### config.mk
export PLATFORM = sky130hd
export DESIGN_NAME = efw_sqrt
export DESIGN_NICKNAME = d
export VERILOG_FILES = /design/src/hdl/efw_pkg.sv /design/src/hdl/efw_sqrt.sv
export SDC_FILE = /design/constraint.sdc
export NUM_CORES = 2
export LEC_CHECK = 0
export ABC_AREA = 0
export BUFFER_PORTS_ARGS = -buffer_cell sky130_fd_sc_hd__buf_2
export CAP_MARGIN = 20
export CORE_UTILIZATION = 45
export DETAILED_ROUTE_END_ITERATION = 10
export GPL_TIMING_DRIVEN = 1
export PLACE_DENSITY_LB_ADDON = 0.12
export SYNTH_ARGS = -nofsm -noshare
export SYNTH_HDL_FRONTEND = slang
export SYNTH_SLANG_ARGS = --single-unit
### constraint.sdc
create_clock -name clock -period 8.23 [get_ports clock]
set_input_delay 1.646 -clock clock [delete_from_list [all_inputs] [get_ports clock]]
set_output_delay 1.646 -clock clock [all_outputs]
set_load 0.02 [all_outputs]
### src/hdl/efw_pkg.sv
package efw_pkg;

   localparam int WORD_BITS = 32;
   localparam int FRAC_BITS = 16;

   localparam int PROD_W   = 2 * WORD_BITS;
   localparam int PACK_W   = PROD_W + 1;
   localparam int NUM_W    = WORD_BITS + FRAC_BITS;
   localparam int QUO_W    = NUM_W + 1;
   localparam int SQ_W     = (NUM_W + 1) / 2;
   localparam int ROOT_W   = SQ_W + 1;
   localparam int DIV_LAT  = NUM_W + 1;
   localparam int SQRT_LAT = SQ_W + 1;

   localparam longint unsigned ONE_Q = 64'd1 << FRAC_BITS;
   localparam logic [WORD_BITS-1:0] GAMMA_Q = WORD_BITS'((14 * ONE_Q + 5) / 10);
   localparam logic [WORD_BITS-1:0] GM1_Q   = WORD_BITS'((14 * ONE_Q + 5) / 10 - ONE_Q);

   localparam logic [PACK_W-1:0] LIM_NEG  = PACK_W'(1) << (WORD_BITS - 1);
   localparam logic [PACK_W-1:0] LIM_POS  = LIM_NEG - PACK_W'(1);
   localparam logic [PACK_W-1:0] HALF_LSB = PACK_W'(1) << (FRAC_BITS - 1);

   // sign and magnitude, magnitude holds the full negative range
   typedef struct packed {
      logic                 neg;
      logic [WORD_BITS-1:0] mag;
   } sval_type;

   typedef struct packed {
      sval_type v;
      logic     clamp;
   } sat_type;

   // clamp to the word range of the given sign
   function automatic sat_type pack_f(logic neg, logic [PACK_W-1:0] m);
      sat_type             r;
      logic [PACK_W-1:0]   lim;
      lim = neg ? LIM_NEG : LIM_POS;
      if (m > lim) begin
         r.v.mag = lim[WORD_BITS-1:0];
         r.clamp = 1'b1;
      end else begin
         r.v.mag = m[WORD_BITS-1:0];
         r.clamp = 1'b0;
      end
      r.v.neg = neg && (r.v.mag != '0);
      return r;
   endfunction

   // round half away from zero on the magnitude, then clamp
   function automatic sat_type round_f(logic neg, logic [PROD_W-1:0] prod);
      logic [PACK_W-1:0] t;
      t = (PACK_W'(prod) + HALF_LSB) >> FRAC_BITS;
      return pack_f(neg, t);
   endfunction

   function automatic sat_type add_f(sval_type a, sval_type b);
      sat_type r;
      if (a.neg == b.neg) begin
         r = pack_f(a.neg, PACK_W'(a.mag) + PACK_W'(b.mag));
      end else if (a.mag >= b.mag) begin
         r = pack_f(a.neg, PACK_W'(a.mag - b.mag));
      end else begin
         r = pack_f(b.neg, PACK_W'(b.mag - a.mag));
      end
      return r;
   endfunction

   function automatic sval_type negate_f(sval_type a);
      sval_type r;
      r.mag = a.mag;
      r.neg = !a.neg && (a.mag != '0);
      return r;
   endfunction

   function automatic sval_type from_word_f(logic [WORD_BITS-1:0] w);
      sval_type r;
      r.neg = w[WORD_BITS-1];
      r.mag = r.neg ? WORD_BITS'(~w + 1'b1) : w;
      return r;
   endfunction

   function automatic logic [WORD_BITS-1:0] to_word_f(sval_type a);
      return a.neg ? WORD_BITS'(~a.mag + 1'b1) : a.mag;
   endfunction

endpackage

### src/hdl/efw_sqrt.sv
// digit-by-digit square root, one root bit per stage, rounded to nearest
module efw_sqrt (
   input  logic                         clock,
   input  logic                         en,
   input  logic [2*efw_pkg::SQ_W-1:0]   radicand,
   output logic [efw_pkg::ROOT_W-1:0]   root
);
   localparam int S  = efw_pkg::SQ_W;
   localparam int NW = 2 * S;

   logic [NW-1:0] n_ff  [S];
   logic [S-1:0]  r_ff  [S];
   logic [S:0]    rem_ff[S];
   logic [NW-1:0] n_in  [S];
   logic [S-1:0]  r_in  [S];
   logic [S:0]    rem_in[S];
   logic [NW-1:0] n_src [S];
   logic [S-1:0]  r_src [S];
   logic [S:0]    rem_src[S];
   logic [S+2:0]  rem_t [S];
   logic [S+2:0]  trial [S];
   logic [efw_pkg::ROOT_W-1:0] root_ff, root_in;
   logic          round_up;

   always_comb begin
      for (int k = 0; k < S; k++) begin
         if (k == 0) begin
            n_src[k]   = radicand;
            r_src[k]   = '0;
            rem_src[k] = '0;
         end else begin
            n_src[k]   = n_ff[k-1];
            r_src[k]   = r_ff[k-1];
            rem_src[k] = rem_ff[k-1];
         end
         rem_t[k] = {rem_src[k], n_src[k][NW-1:NW-2]};
         trial[k] = (S+3)'({r_src[k], 2'b01});
         n_in[k]  = n_src[k] << 2;
         if (rem_t[k] >= trial[k]) begin
            rem_in[k] = (S+1)'(rem_t[k] - trial[k]);
            r_in[k]   = {r_src[k][S-2:0], 1'b1};
         end else begin
            rem_in[k] = rem_t[k][S:0];
            r_in[k]   = {r_src[k][S-2:0], 1'b0};
         end
      end
      round_up = rem_ff[S-1] > (S+1)'(r_ff[S-1]);
      root_in  = efw_pkg::ROOT_W'(r_ff[S-1]) + efw_pkg::ROOT_W'(round_up);
   end

   always_ff @(posedge clock) begin
      if (en) begin
         for (int k = 0; k < S; k++) begin
            n_ff[k]   <= n_in[k];
            r_ff[k]   <= r_in[k];
            rem_ff[k] <= rem_in[k];
         end
         root_ff <= root_in;
      end
   end

   assign root = root_ff;
endmodule

# ---- After elaboration in Yosys (flattened, before gate mapping)
# Memories as Yosys holds them, arrays and structs flattened.
# Index checks and enable logic that the tools add are counted.
dict set report word_totals {
  reg_bits 25
  latch_bits 0
  mem_bits_rw 2280
  mem_bits_ro 0
  out_inout_bits 25
  word_cells 104
  n_memories 3
}
# name words width read_ports rd_ports_with_merged_regs wr line_no
set memory_table {}
lappend memory_table {n_ff 24 46 23 0 24 efw_sqrt.sv:11} ;# logic [NW-1:0] n_ff [S];
lappend memory_table {rem_ff 24 25 24 0 24 efw_sqrt.sv:13} ;# logic [S:0] rem_ff[S];
lappend memory_table {r_ff 24 24 24 0 24 efw_sqrt.sv:12} ;# logic [S-1:0] r_ff [S];
dict set report classes {
  add_sub_neg 25
  multipliers 0
  n_div 0
  n_lt_le_gt_ge 25
  eq_ne 0
  n_shift 0
  muxes 50
  bitwise 0
  reduce_logical 0
}
# cell n
set op_table {}
lappend op_table {{$ge 27x26->1} 23}
lappend op_table {{$mux 25} 24}
lappend op_table {{$sub 25x25->25} 23}
lappend op_table {{$mux 1} 26}
lappend op_table {{$add 24x1->25} 1}
lappend op_table {{$gt 25x24->1} 1}
lappend op_table {{$sub 2x1->3 const B} 1}
lappend op_table {{$ge 2x1->1 const B} 1}

# ---- Logic depth before layout (Yosys ltp)
# An unclocked memory read counts as a cell.
dict set report depth {
  word_depth 3
  depth_mapped 17
  depth_no_buf 17
}

# ---- Least setup slack after synthesis
# No wires, ideal clock.
dict set report synth_path {
  kind {register to register}
  startpoint {memory r_ff[2][169] (netlist bit)}
  endpoint {register root_ff, in the netlist root[20], data pin}
  setup_time_ns 0.260
  t_arrival_ns 2.835
  required_ns 7.970
  path_slack_ns 5.134
  stages_incl_launch_ff 18
  synth_period_minus_slack_ns 3.096
  path_cell_list {edfxtp_1 inv_1 ha_1 nor2b_1 o21a_1 o21a_1 o21a_1 o211ai_1 a21boi_0 o21ai_0 a21oi_1 ha_1 ha_1 nand2_1 nor3_1 nand2_1 nor3b_1 xnor2_1}
}
# element line_no
set synth_lines {}
lappend synth_lines {{start, declared} efw_sqrt.sv:12}
lappend synth_lines {{end signal, assigned} efw_sqrt.sv:58} ;# root_ff <= root_in;
lappend synth_lines {{end, declared} efw_sqrt.sv:22} ;# logic [efw_pkg::ROOT_W-1:0] root_ff, root_in;

==> results.md <==
- Post-Place Setup Slack: 3.950 ns
- Tot GR Track Use: 17.54%
- Distinct cells, synth: 87
- Share of layout cells above drive strength 1: 8.399%
- Status: complete, no violations
- Combinational Power Share: 19.2%
- CTS H-Tree Depth: 4
- EDFF count, synth: 1,445
- Sw Share: 27.59%
- Setup ws final: 3.986 ns
- Cts bufs inserted: 159
- Clock net sink count: 1,445
- Port buffer count: 74
- Initial Utilization: 45.47%
- Largest stage delay, worst path: 0.71 ns
- Sw power: 0.005825 W
- Final min period: 4.244 ns
- Total grt overflow: 0
- Final setup fails: 0
- Row cnt: 142
- Via count: 40,441
- Starting DRT DRC Count: 2,484
- Chip Height: 391.7 µm
- Total die area: 153,400 µm²
- Max Clk Rate: 0.2356 GHz
- Util after Layout: 50.91%
- Flops & latches, synth: 1,445
- Syn-to-layout area delta: 11.96%
- Clk_lat worst skew: 0.78 ns
- Worst Path Required: 8.72 ns
- Max Cap Viol: 0
- Clock network power share: 34.0%
- PD cells: 276.0 nW/µm²
- Slew HR: 24.39%
- Core ar.: 150,300 µm²
- Cell area after layout: 76,520 µm²
- Crit path max-delay cell type: nor3b_1
- Post-CTS Setup Repair Bufs: 0
- Worst-margin pin slew: 1.134 ns
- Fillers: 13,098
- Hold crit path type: flip-flop to flip-flop
- Gp weighted congestion: 0.8472
- Syn Area/Cell: 12.88 µm²
- Inst Count DP: 7,336
- Cell count after synthesis: 5,308
- Nets: 5,885
- Hold Vio Cnt, Final: 0
- Largest net degree at the start of global routing: 191
- Kind of critical path: flip-flop to flip-flop
- Via density: 5.304
- Main synth FF type: edfxtp_1
- Yosys Warn Count: 0
- Finished Layout Cells: 7,625
- Hpwl dp: 95,800 µm
- Async set or reset register ratio after synthesis: 0%
- CTS tree: built
- RSZ-0062 raised after global routing: false
- Clk buf depth: 3
- CP cell instances: ha_1 > nor3b_1 > nand4_1 > or4_1 > o21ai_0 > a31oi_1 > o21a_1 > inv_1 > mux2_2
- Multi-input combinational cell area: 22,950 µm²
- CP Capture Type: flip-flop
- Die width: 391.7 µm
- Clock Pin Slew Worst Setup and Hold Paths: 0.06 ns
- DR DRC count: 0
- Arr. time, crit path: 4.74 ns
- Vias in the first global route: 39,808
- Highest fanout seen on the critical path: 23
- Antenna violations before repair: 0
- Resized cells post-CTS: 0
- Register area share after synthesis: 63.49%
- Slew Viols, Final: 0
- LEAKAGE: 29.45 nW
- Root buf cell: clkbuf_16
- Mapped cell area: 68,340 µm²
- Final Cycle Share: 51.57%
- Total negative slack: 0 ns
- Synth Net Count: 5,711
- Ports: 75
- DP Area: 71,220 µm²
- Flop pwr share: 46.8%
- Peak VDD IR: 0.1916 mV
- Area occupied by registers: 43,390 µm²
- Hold buffers post-CTS: 0
- Max Clock Skew: 0.03092 ns
- Final antenna-violating net count: 0
- First-pass GRT wire length: 214,400 µm
- Aggregate routed wire length: 133,900 µm
- DR pass1 iterations: 6
- Internal power: 0.01529 W
- Drt wl/cell: 17.56 µm
- Critical Path Start Type: flip-flop
==> cells by family after synthesis <==
kind of cell,count (synthesis),share of synthesized area [%]
DFF,1445,63.49
and+or+nand+nor,1397,10.33
AOI/OAI and AO/OA,1051,9.773
buffers and inverters,536,2.977
xor gates and xnor gates,453,5.805
adders and majority gates,353,6.463
muxes,72,1.159
other,1,0.005487
==> registers in the layout, summed over array words and instances, names as in the netlist <==
name / flops
n_ff: 552
root: 25
r_ff: 300
rem_ff: 568
==> stage by stage <==
stage	power, W	hold slack (ns)
2_1_floorplan	0.01281	0.4003
3_3_place_gp	0.01405	0.4003
3_5_place_dp	0.01408	0.4045
4_1_cts	0.02137	0.4102
5_1_grt	0.02221	0.4146
6_report	0.02111	0.4072
==> cell usage in the layout, fill, tap and decap left out, types with 50 or more instances in the layout <==
cell	instances
nor2_1	346
nand2_1	316
nand3_1	93
nor3_1	122
nor4_1	74
a21oi_1	314
or3_1	50
ha_1	353
xor2_1	210
clkbuf_16	159
nand2b_1	58
a21o_1	111
nor2b_1	53
mux2_2	57
buf_2	73
o21a_1	77
xnor2_1	243
o21ai_0	247
nand4_1	61
edfxtp_1	1445
inv_1	442
==> power groups by stage <==
stage	sequential (W)	clock (W)	combinational [W]
2_1_floorplan	0.00978	0	0.00304
3_3_place_gp	0.0100	0	0.00401
3_5_place_dp	0.0100	0	0.00403
4_1_cts	0.00990	0.00742	0.00406
5_1_grt	0.00998	0.00769	0.00454
6_report	0.00988	0.00719	0.00405
==> per-layer routing <==
metal  wire length [µm]  GRT usage, %  up-vias
met5                  0             0        -
met2              65860         30.00      665
met4               2824         4.744        0
li1                   -             -    20108
met3               4952         2.750      212
met1              60280         23.12    19456
==> worst max-delay path: cells and delay by family, from the launching register on <==
family / cells / cell delay (ns)
and+or+nand+nor: 3 / 1.39
AOI/OAI and AO/OA: 3 / 0.71
buffers and inverters: 1 / 0.71
muxes: 1 / 0.42
DFF: 1 / 0.39
adders and majority gates: 1 / 0.33
==> Yosys cell counts (all sizes together), types with 25 or more instances <==
| master | number | area (µm²) |
|---|---|---|
| a21o | 111 | 833.3 |
| a21oi | 315 | 1577 |
| a31oi | 33 | 206.5 |
| and2 | 30 | 187.7 |
| and3 | 44 | 275.3 |
| clkbuf | 78 | 292.8 |
| edfxtp | 1445 | 43390 |
| ha | 353 | 4417 |
| inv | 445 | 1670 |
| mux2 | 57 | 641.9 |
| nand2 | 316 | 1186 |
| nand2b | 58 | 362.9 |
| nand3 | 93 | 465.5 |
| nand4 | 61 | 381.6 |
| nor2 | 346 | 1299 |
| nor2b | 53 | 331.6 |
| nor3 | 123 | 620.6 |
| nor4 | 74 | 462.9 |
| o211ai | 25 | 187.7 |
| o21a | 77 | 578.1 |
| o21ai | 249 | 1246 |
| o31ai | 33 | 247.7 |
| or2 | 37 | 231.5 |
| or3 | 51 | 324.1 |
| or4 | 35 | 277.8 |
| xnor2 | 243 | 2128 |
| xor2 | 210 | 1839 |
==> final cells by class <==
type	instances	area share, %
sequential	1445	56.71
multi-input combinational	3327	29.99
clock buffer	184	5.323
tap	2016	3.297
inverter	446	2.188
clock inverter	103	1.575
timing repair buffer	103	0.9125
antenna	1	0.003270
==> path summary, 6_finish.rpt <==
check | start | endpoint | slack [ns] | cells after the start
hold reg to reg | n_ff[0][338]$_DFFE_PP_ | n_ff[1][18]$_DFFE_PP_ | 0.41 | 0
setup reg to reg | rem_ff[2][172]$_DFFE_PP_ | rem_ff[2][180]$_DFFE_PP_ | 3.99 | 9
hold / removal | n_ff[0][338]$_DFFE_PP_ | n_ff[1][18]$_DFFE_PP_ | 0.41 | 0
setup / recovery | rem_ff[2][172]$_DFFE_PP_ | rem_ff[2][180]$_DFFE_PP_ | 3.99 | 9
No activity file was read; power rests on OpenSTA's default activity.
